## config.mk

```make
export PLATFORM = sky130hd
export DESIGN_NAME = rgb_to_hsv_convert_flat
export DESIGN_NICKNAME = d
export VERILOG_FILES = /design/src/sv/rhc_pkg.sv /design/src/sv/rhc_if.sv /design/src/sv/rhc_front.sv /design/src/sv/rhc_queue.sv /design/src/sv/rhc_back.sv /design/src/sv/rgb_to_hsv_convert.sv /design/src/flat_wrapper.sv
export SDC_FILE = /design/constraint.sdc
export NUM_CORES = 2
export LEC_CHECK = 0
export BUFFER_PORTS_ARGS = -buffer_cell sky130_fd_sc_hd__buf_2
export CAP_MARGIN = 20
export CORE_AREA = 5 5 327 329
export DETAILED_ROUTE_END_ITERATION = 7
export DIE_AREA = 0 0 332 334
export PLACE_DENSITY = 0.76
export SYNTH_ARGS = -nofsm -noshare
export SYNTH_HDL_FRONTEND = slang
export SYNTH_SLANG_ARGS = --single-unit
```

## constraint.sdc

```tcl
create_clock -name clk -period 4.95 [get_ports clk]
set_clock_uncertainty 0.05 [all_clocks]
set_input_delay 0.2475 -clock clk [delete_from_list [all_inputs] [get_ports clk]]
set_output_delay 0.2475 -clock clk [all_outputs]
set_load 0.005 [all_outputs]
```

## src/sv/rhc_pkg.sv

```systemverilog
`timescale 1ns / 1ps
`default_nettype none
package rhc_pkg;

	// Channel code width
	localparam int CHAN_W = 8;
	// Width of the hue dividend and divisor (6 * 255 fits in 11 bits)
	localparam int DIV_W = 11;
	// Default output precisions
	localparam int HUE_BITS_DEF = 16;
	localparam int SAT_FRAC_BITS_DEF = 16;
	// Depth of the queue between classifier and divider pipeline
	localparam int QDEPTH = 4;
	localparam int QAW = $clog2(QDEPTH);

	// One classified pixel, as handed from the front end to the dividers
	typedef struct packed {
		logic              dz;     // max equals min: hue and saturation are zero
		logic [DIV_W-1:0]  n;      // hue dividend, below d6 unless dz is set
		logic [DIV_W-1:0]  d6;     // hue divisor, six times the spread
		logic [CHAN_W-1:0] d;      // spread between largest and smallest channel
		logic [CHAN_W-1:0] mx;     // largest channel
		logic [CHAN_W-1:0] alpha;
	} cls_t;

endpackage
`default_nettype wire

```

## src/sv/rhc_if.sv

```systemverilog
`timescale 1ns / 1ps
`default_nettype none
// RGBA pixel beat
interface rhc_pix_if;
	logic                      valid;
	logic                      ready;
	logic [rhc_pkg::CHAN_W-1:0] red;
	logic [rhc_pkg::CHAN_W-1:0] green;
	logic [rhc_pkg::CHAN_W-1:0] blue;
	logic [rhc_pkg::CHAN_W-1:0] alpha;

	modport source(output valid, red, green, blue, alpha, input ready);
	modport sink(input valid, red, green, blue, alpha, output ready);
endinterface

// HSV pixel beat
interface rhc_hsv_if #(
	parameter int HUE_BITS      = rhc_pkg::HUE_BITS_DEF,
	parameter int SAT_FRAC_BITS = rhc_pkg::SAT_FRAC_BITS_DEF
);
	logic                       valid;
	logic                       ready;
	logic [HUE_BITS-1:0]        hue;
	logic [SAT_FRAC_BITS:0]     saturation;
	logic [rhc_pkg::CHAN_W-1:0] value;
	logic [rhc_pkg::CHAN_W-1:0] alpha_out;

	modport source(output valid, hue, saturation, value, alpha_out, input ready);
	modport sink(input valid, hue, saturation, value, alpha_out, output ready);
endinterface
`default_nettype wire

```

## src/sv/rhc_front.sv

```systemverilog
`timescale 1ns / 1ps
`default_nettype none
module rhc_front (
	input  wire logic         clk,
	input  wire logic         arst_n,
	rhc_pix_if.sink           pix,
	output rhc_pkg::cls_t     ent,
	output logic              ent_valid,
	input  wire logic         ent_ready
);

	logic                       red_max;
	logic                       grn_max;
	logic [rhc_pkg::CHAN_W-1:0] mx;
	logic [rhc_pkg::CHAN_W-1:0] mn;
	logic [rhc_pkg::CHAN_W-1:0] d;
	logic [rhc_pkg::CHAN_W-1:0] diff;
	logic [rhc_pkg::DIV_W-1:0]  d_w;
	logic [rhc_pkg::DIV_W-1:0]  d6;
	logic [rhc_pkg::DIV_W-1:0]  n;
	rhc_pkg::cls_t              cls;
	rhc_pkg::cls_t              ent_s1;
	logic                       vld_s1;
	logic                       take;

	// Pick largest and smallest channel; red wins ties, then green
	always_comb begin
		red_max = (pix.red >= pix.green) && (pix.red >= pix.blue);
		grn_max = !red_max && (pix.green >= pix.blue);
		if (red_max) begin
			mx = pix.red;
		end else if (grn_max) begin
			mx = pix.green;
		end else begin
			mx = pix.blue;
		end
		mn = pix.red;
		if (pix.green < mn) begin
			mn = pix.green;
		end
		if (pix.blue < mn) begin
			mn = pix.blue;
		end
		d   = mx - mn;
		d_w = {{(rhc_pkg::DIV_W-rhc_pkg::CHAN_W){1'b0}}, d};
		d6  = (d_w << 2) + (d_w << 1);
	end

	// Build the hue dividend for the winning sector
	always_comb begin
		diff = '0;
		if (red_max) begin
			if (pix.green >= pix.blue) begin
				diff = pix.green - pix.blue;
				n    = {{(rhc_pkg::DIV_W-rhc_pkg::CHAN_W){1'b0}}, diff};
			end else begin
				diff = pix.blue - pix.green;
				n    = d6 - {{(rhc_pkg::DIV_W-rhc_pkg::CHAN_W){1'b0}}, diff};
			end
		end else if (grn_max) begin
			n = {{(rhc_pkg::DIV_W-rhc_pkg::CHAN_W){1'b0}}, pix.blue}
				+ (d_w << 1)
				- {{(rhc_pkg::DIV_W-rhc_pkg::CHAN_W){1'b0}}, pix.red};
		end else begin
			n = {{(rhc_pkg::DIV_W-rhc_pkg::CHAN_W){1'b0}}, pix.red}
				+ (d_w << 2)
				- {{(rhc_pkg::DIV_W-rhc_pkg::CHAN_W){1'b0}}, pix.green};
		end
	end

	always_comb begin
		cls.dz    = (d == '0);
		cls.n     = n;
		cls.d6    = d6;
		cls.d     = d;
		cls.mx    = mx;
		cls.alpha = pix.alpha;
	end

	// Hold the classified beat until the queue takes it
	assign take      = !vld_s1 || ent_ready;
	assign pix.ready = take;

	always_ff @(posedge clk or negedge arst_n) begin
		if (!arst_n) begin
			vld_s1 <= 1'b0;
		end else if (take) begin
			vld_s1 <= pix.valid;
		end
	end

	always_ff @(posedge clk) begin
		if (take && pix.valid) begin
			ent_s1 <= cls;
		end
	end

	assign ent       = ent_s1;
	assign ent_valid = vld_s1;

endmodule
`default_nettype wire

```

## src/sv/rhc_queue.sv

```systemverilog
`timescale 1ns / 1ps
`default_nettype none
module rhc_queue (
	input  wire logic          clk,
	input  wire logic          arst_n,
	input  wire rhc_pkg::cls_t wr_data,
	input  wire logic          wr_valid,
	output logic               wr_ready,
	output rhc_pkg::cls_t      rd_data,
	output logic               rd_valid,
	input  wire logic          rd_ready
);

	rhc_pkg::cls_t          mem_q [rhc_pkg::QDEPTH];
	logic [rhc_pkg::QAW-1:0] wr_ptr_q;
	logic [rhc_pkg::QAW-1:0] rd_ptr_q;
	logic [rhc_pkg::QAW:0]   cnt_q;
	logic                    push;
	logic                    pop;

	assign wr_ready = (cnt_q != (rhc_pkg::QAW+1)'(rhc_pkg::QDEPTH));
	assign rd_valid = (cnt_q != '0);
	assign push     = wr_valid && wr_ready;
	assign pop      = rd_valid && rd_ready;
	assign rd_data  = mem_q[rd_ptr_q];

	// Advance pointers and occupancy
	always_ff @(posedge clk or negedge arst_n) begin
		if (!arst_n) begin
			wr_ptr_q <= '0;
			rd_ptr_q <= '0;
			cnt_q    <= '0;
		end else begin
			if (push) begin
				wr_ptr_q <= wr_ptr_q + 1'b1;
			end
			if (pop) begin
				rd_ptr_q <= rd_ptr_q + 1'b1;
			end
			if (push && !pop) begin
				cnt_q <= cnt_q + 1'b1;
			end else if (pop && !push) begin
				cnt_q <= cnt_q - 1'b1;
			end
		end
	end

	// Store the incoming beat
	always_ff @(posedge clk) begin
		if (push) begin
			mem_q[wr_ptr_q] <= wr_data;
		end
	end

endmodule
`default_nettype wire

```

## src/sv/rhc_back.sv

```systemverilog
`timescale 1ns / 1ps
`default_nettype none
module rhc_back #(
	parameter int HUE_BITS      = rhc_pkg::HUE_BITS_DEF,
	parameter int SAT_FRAC_BITS = rhc_pkg::SAT_FRAC_BITS_DEF
) (
	input  wire logic          clk,
	input  wire logic          arst_n,
	input  wire rhc_pkg::cls_t in_data,
	input  wire logic          in_valid,
	output logic               in_ready,
	rhc_hsv_if.source          hsv
);

	localparam int SAT_BITS = SAT_FRAC_BITS + 1;
	localparam int NSTG     = (HUE_BITS > SAT_BITS) ? HUE_BITS : SAT_BITS;

	typedef struct packed {
		logic                       dz;
		logic [rhc_pkg::DIV_W-1:0]  hrem;
		logic [rhc_pkg::DIV_W-1:0]  hd;
		logic [HUE_BITS-1:0]        hq;
		logic [rhc_pkg::CHAN_W-1:0] srem;
		logic [rhc_pkg::CHAN_W-1:0] smx;
		logic [SAT_BITS-1:0]        sq;
		logic [rhc_pkg::CHAN_W-1:0] alpha;
	} stg_t;

	stg_t            stg_s [NSTG];
	logic [NSTG-1:0] vld_s;
	logic            en;

	// Whole pipeline moves unless the output beat is stuck
	assign en       = !vld_s[NSTG-1] || hsv.ready;
	assign in_ready = en;

	for (genvar gi = 0; gi < NSTG; gi++) begin : g_stg
		stg_t                       src;
		stg_t                       nxt;
		logic                       src_v;
		logic [rhc_pkg::DIV_W:0]    ht;
		logic [rhc_pkg::DIV_W:0]    hsub;
		logic                       hge;
		logic [rhc_pkg::CHAN_W:0]   st;
		logic [rhc_pkg::CHAN_W:0]   ssub;
		logic                       sge;

		if (gi == 0) begin : g_head
			always_comb begin
				src.dz    = in_data.dz;
				src.hrem  = in_data.n;
				src.hd    = in_data.d6;
				src.hq    = '0;
				src.srem  = in_data.d;
				src.smx   = in_data.mx;
				src.sq    = '0;
				src.alpha = in_data.alpha;
			end
			assign src_v = in_valid;
		end else begin : g_tail
			assign src   = stg_s[gi-1];
			assign src_v = vld_s[gi-1];
		end

		// One restoring step of each divider that still has quotient bits to produce
		always_comb begin
			nxt  = src;
			ht   = {src.hrem, 1'b0};
			hsub = ht - {1'b0, src.hd};
			hge  = (ht >= {1'b0, src.hd});
			if (gi == 0) begin
				st = {1'b0, src.srem};
			end else begin
				st = {src.srem, 1'b0};
			end
			ssub = st - {1'b0, src.smx};
			sge  = (st >= {1'b0, src.smx});
			if (gi < HUE_BITS) begin
				nxt.hrem = hge ? hsub[rhc_pkg::DIV_W-1:0] : ht[rhc_pkg::DIV_W-1:0];
				nxt.hq   = {src.hq[HUE_BITS-2:0], hge};
			end
			if (gi < SAT_BITS) begin
				nxt.srem = sge ? ssub[rhc_pkg::CHAN_W-1:0] : st[rhc_pkg::CHAN_W-1:0];
				nxt.sq   = {src.sq[SAT_BITS-2:0], sge};
			end
		end

		always_ff @(posedge clk or negedge arst_n) begin
			if (!arst_n) begin
				vld_s[gi] <= 1'b0;
			end else if (en) begin
				vld_s[gi] <= src_v;
			end
		end

		always_ff @(posedge clk) begin
			if (en && src_v) begin
				stg_s[gi] <= nxt;
			end
		end
	end

	// Drive the result beat; flat pixels get zero hue and saturation
	assign hsv.valid      = vld_s[NSTG-1];
	assign hsv.hue        = stg_s[NSTG-1].dz ? '0 : stg_s[NSTG-1].hq;
	assign hsv.saturation = stg_s[NSTG-1].dz ? '0 : stg_s[NSTG-1].sq;
	assign hsv.value      = stg_s[NSTG-1].smx;
	assign hsv.alpha_out  = stg_s[NSTG-1].alpha;

endmodule
`default_nettype wire

```

## src/sv/rgb_to_hsv_convert.sv

```systemverilog
`timescale 1ns / 1ps
`default_nettype none
// RGBA to HSV converter. Takes one pixel per clock on pix while hsv is
// ready and returns, in order, value (largest channel), saturation
// ((max-min)/max as unsigned Q1.SAT_FRAC_BITS, truncated) and hue (unsigned
// Q0.HUE_BITS fraction of a turn, truncated; red wins ties for largest, then
// green), with alpha passed through. Flat pixels (all channels equal, black
// included) give zero hue and zero saturation. Throughput is one pixel per
// clock when hsv is ready. A pix beat passes the classifier register, the
// queue and one divider pipeline stage per quotient bit of the longer of the
// two restoring dividers on its way to hsv. A four-entry queue sits between
// the classifier and the dividers.
module rgb_to_hsv_convert #(
	parameter int HUE_BITS      = rhc_pkg::HUE_BITS_DEF,
	parameter int SAT_FRAC_BITS = rhc_pkg::SAT_FRAC_BITS_DEF
) (
	input  wire logic clk,
	input  wire logic arst_n,
	rhc_pix_if.sink   pix,
	rhc_hsv_if.source hsv
);

	rhc_pkg::cls_t fe_data;
	logic          fe_valid;
	logic          fe_ready;
	rhc_pkg::cls_t be_data;
	logic          be_valid;
	logic          be_ready;

	rhc_front u_front (
		.clk      (clk),
		.arst_n   (arst_n),
		.pix      (pix),
		.ent      (fe_data),
		.ent_valid(fe_valid),
		.ent_ready(fe_ready)
	);

	rhc_queue u_queue (
		.clk     (clk),
		.arst_n  (arst_n),
		.wr_data (fe_data),
		.wr_valid(fe_valid),
		.wr_ready(fe_ready),
		.rd_data (be_data),
		.rd_valid(be_valid),
		.rd_ready(be_ready)
	);

	rhc_back #(
		.HUE_BITS     (HUE_BITS),
		.SAT_FRAC_BITS(SAT_FRAC_BITS)
	) u_back (
		.clk     (clk),
		.arst_n  (arst_n),
		.in_data (be_data),
		.in_valid(be_valid),
		.in_ready(be_ready),
		.hsv     (hsv)
	);

endmodule
`default_nettype wire

```

## src/flat_wrapper.sv

```systemverilog
// flat-port wrapper written by rule: the top's interface ports become plain ports
module rgb_to_hsv_convert_flat 
#(
	parameter int HUE_BITS      = rhc_pkg::HUE_BITS_DEF,
	parameter int SAT_FRAC_BITS = rhc_pkg::SAT_FRAC_BITS_DEF
)
  (clk, arst_n, pix_valid, pix_red, pix_green, pix_blue, pix_alpha, pix_ready, hsv_valid, hsv_hue, hsv_saturation, hsv_value, hsv_alpha_out, hsv_ready);
  rhc_pix_if pix_i ();
  rhc_hsv_if #(.HUE_BITS(HUE_BITS), .SAT_FRAC_BITS(SAT_FRAC_BITS)) hsv_i ();
  input  wire logic clk;
  input  wire logic arst_n;
  input wire logic [$bits(pix_i.valid)-1:0] pix_valid;
  input wire logic [$bits(pix_i.red)-1:0] pix_red;
  input wire logic [$bits(pix_i.green)-1:0] pix_green;
  input wire logic [$bits(pix_i.blue)-1:0] pix_blue;
  input wire logic [$bits(pix_i.alpha)-1:0] pix_alpha;
  output wire logic [$bits(pix_i.ready)-1:0] pix_ready;
  output wire logic [$bits(hsv_i.valid)-1:0] hsv_valid;
  output wire logic [$bits(hsv_i.hue)-1:0] hsv_hue;
  output wire logic [$bits(hsv_i.saturation)-1:0] hsv_saturation;
  output wire logic [$bits(hsv_i.value)-1:0] hsv_value;
  output wire logic [$bits(hsv_i.alpha_out)-1:0] hsv_alpha_out;
  input wire logic [$bits(hsv_i.ready)-1:0] hsv_ready;
  assign pix_i.valid = pix_valid;
  assign pix_i.red = pix_red;
  assign pix_i.green = pix_green;
  assign pix_i.blue = pix_blue;
  assign pix_i.alpha = pix_alpha;
  assign pix_ready = pix_i.ready;
  assign hsv_valid = hsv_i.valid;
  assign hsv_hue = hsv_i.hue;
  assign hsv_saturation = hsv_i.saturation;
  assign hsv_value = hsv_i.value;
  assign hsv_alpha_out = hsv_i.alpha_out;
  assign hsv_i.ready = hsv_ready;
  rgb_to_hsv_convert #(.HUE_BITS(HUE_BITS), .SAT_FRAC_BITS(SAT_FRAC_BITS)) u_core (.clk(clk), .arst_n(arst_n), .pix(pix_i), .hsv(hsv_i));
endmodule
```

==> reports/metrics.json <==
{
  "layout.cell_area.non_filler_um2": 67120,
  "final_common_cell": "edfxtp_1",
  "dr_total_vias": 32480,
  "synth_cell_type_count": 57,
  "finalSetupViolations": 7,
  "initial_core_util_pct": 56.56,
  "wl_um": 103600,
  "cell_area_after_technology_mapping_um2": 58370,
  "grt_max_degree": 77,
  "drtIter0Drc": 1563,
  "dominantRegCellSynth": "edfxtp_1",
  "avgRoutedWirePerCell_um": 17.12,
  "cap_violations": 0,
  "cts-buffers-inserted": 120,
  "mean_number_of_vias_per_cell": 5.368,
  "overflow": 0,
  "floorplan.rows": 118,
  "syn-num-nets": 4668,
  "clock_tree.htree_level_count": 3,
  "tritoncts": "yes",
  "crit_slowest_cell": "fa_1",
  "die_area_um2": 110900,
  "gp_congestion": 0.9083,
  "post-route-worst-setup-slack_ns": -0.3260,
  "async_flop_share_pct": 1.965,
  "timing.critical_path.required_ns": 5.36,
  "outcome": "complete, but fails checks",
  "max_clock_freq_ghz": 0.1895,
  "setup-tns-final_ns": -1.546,
  "clkSinkCount": 1272,
  "postSynthCellCount": 4187,
  "final_layout_size_suffix_gt1_share_pct": 16.96,
  "hold_viol_final": 0,
  "hold_path.class": "input port to async pin",
  "place.port_buffers": 86,
  "synth.yosys.warnings": 0,
  "design.final.nets": 5046,
  "holdWs_ns": 0.07415,
  "synth_to_layout_area_growth_pct": 14.98,
  "floorplan.io_pins": 87,
  "antenna_violating_nets_post_route": 0,
  "clock_tree.root_cell": "clkbuf_16",
  "route.detailed.drc": 0,
  "path_clk_slew_ns": 0.07,
  "critical_path.max_stage_delay_ns": 0.45,
  "antenna_found_initial": 0,
  "core_area_um2": 103200,
  "die_h_um": 334,
  "synth-edff-count": 1247,
  "grt_pass1_wl_um": 169000,
  "setup.worst_path.end_class": "flop",
  "place_area_um2": 61930,
  "layout_min_cycle_time_ns": 5.276,
  "mostFrequentLayoutCells": "edfxtp_1, inv_1, ha_1",
  "failed_checks": "negative setup slack",
  "criticalPathCategory": "input port to flop",
  "register_bit_count_reported_by_yosys": 1272,
  "setup_crit_start_kind": "input port",
  "rsz0062_at_grt": "yes",
  "cts-root-to-sink-buffers": 3,
  "synth.yosys.seq_area_share_pct": 65.22,
  "worst_slew_pin_slew_ns": 1.043,
  "width_of_the_die_um": 332,
  "clk-insertion-delay-late_ns": 0.71,
  "syn_area_per_cell_um2": 13.94,
  "slew-limit-headroom_pct": 30.47,
  "detailed_place_hpwl_um": 73500,
  "slew_viol_final": 0,
  "period_share_pct": 106.6,
  "arrival_ns": 5.69,
  "grt_use_total_pct": 18.61,
  "vias_in_the_first_global_route": 34470,
  "critical_path.most_common_cell": "ha_4",
  "path_max_fanout": 7,
  "detail_route.first_pass.iterations": 5
}
-- Yosys cell counts, drive strengths merged, types with 27 or more instances --
cell / number / area, um^2
a21boi: 65 / 488.0
a21o: 75 / 563.0
a21oi: 151 / 755.7
and2: 33 / 206.5
buf: 27 / 166.4
clkbuf: 45 / 170.2
edfxtp: 1247 / 37450
fa: 52 / 1041
ha: 393 / 4917
inv: 548 / 2057
mux2: 84 / 945.9
mux4: 43 / 968.4
nand2: 266 / 998.5
nand2b: 47 / 294.0
nand3: 32 / 160.2
nand4: 48 / 300.3
nor2: 220 / 825.8
nor2b: 109 / 681.9
o21ai: 268 / 1341
o31ai: 48 / 360.4
xnor2: 97 / 849.6
xor2: 83 / 734.5
-- area by class of cell --
| cell class | count | area, um^2 |
|---|---|---|
| inverter | 548 | 2068 |
| antenna | 1 | 2.502 |
| clock buffer | 134 | 3065 |
| multi-input combinational | 2295 | 18720 |
| fill | 7003 | 36080 |
| sequential | 1272 | 38070 |
| tap | 1380 | 1727 |
| clock inverter | 92 | 1082 |
| timing repair buffer | 328 | 2377 |
-- layer usage --
metal | routed length [um] | track usage (%) | vias up
met3 | 3489 | 2.473 | 265
met5 | 0 | 0 | -
met4 | 4047 | 7.159 | 0
li1 | - | - | 15810
met1 | 36990 | 19.14 | 15750
met2 | 59080 | 37.82 | 657
-- stage by stage --
| step | setup WS (ns) | instances | util [%] |
|---|---|---|---|
| final | -0.3260 | 6050 | 65.03 |
| after global placement | -1.200 | 5780 | 60.01 |
| after global routing | -0.5748 | 6049 | 65.03 |
| after CTS | -0.2375 | 6029 | 64.43 |
| after floorplan | -0.8676 | 4187 | - |
| after detailed placement | -1.258 | 5780 | 60.01 |
-- cell families (layout without fill, tap and decap cells) --
logic type	Yosys count	after routing	synth area share (%)
buf+inv	620	1102	4.100
flops	1272	1272	65.22
compound gates	724	724	7.650
other cells	0	1	0
mux	150	150	3.695
simple gates	794	794	6.334
xor+xnor	182	182	2.791
fa+ha+maj	445	445	10.21
-- sequential cells by signal (all words and copies together), names as in the netlist --
signal	cells
u_core.u_back.g_stg.src_v	16
u_core.u_queue.wr_ptr_q	2
u_core.u_queue.cnt_q	3
u_core.u_queue.rd_ptr_q	2
u_core.u_front.ent_valid	1
u_core.u_queue.mem_q	180
u_core.u_back.hsv.valid	1
u_core.u_back.stg_s	1022
u_core.u_front.ent	45
-- path summary, 6_finish.rpt --
kind                                              from                       endpoint  slack [ns]  depth (start not counted)
setup / recovery                          pix_green[1]         u_core.u_front.ent[45]       -0.33                         34
min in group clk                             hsv_ready   u_core.u_back.g_stg[1].src_v        0.10                          5
setup reg to reg            u_core.u_queue.rd_ptr_q[0]     u_core.u_back.stg_s[0][78]        0.87                         11
max in group asynchronous                       arst_n     u_core.u_queue.rd_ptr_q[1]        4.27                          2
hold / removal                                  arst_n  u_core.u_back.g_stg[13].src_v        0.07                          2
hold reg to reg            u_core.u_back.stg_s[0][521]    u_core.u_back.stg_s[0][602]        0.34                          0
-- critical path: cells and delay by family --
kind	cells	cell delay [ns]
XOR/XNOR	2	0.30
adder cells (fa/ha/maj)	5	1.66
multiplexers	1	0.26
buffers and inverters	5	0.51
AND/OR/NAND/NOR	8	0.93
AO/OA/AOI/OAI	13	1.74
-- repair_timing --
item / CTS / global route
endpoints found under the setup margin: 7 / 12
endpoints found under the hold margin: 34 / 0
buffers inserted: 13 / 19
pin swaps: 37 / 67
resized for setup: 41 / 91
hold buffers: 10 / 0
Power is left out: the tool's default activity adds up to more than one toggle a clock period on the data nets, which glitch-free logic cannot reach.
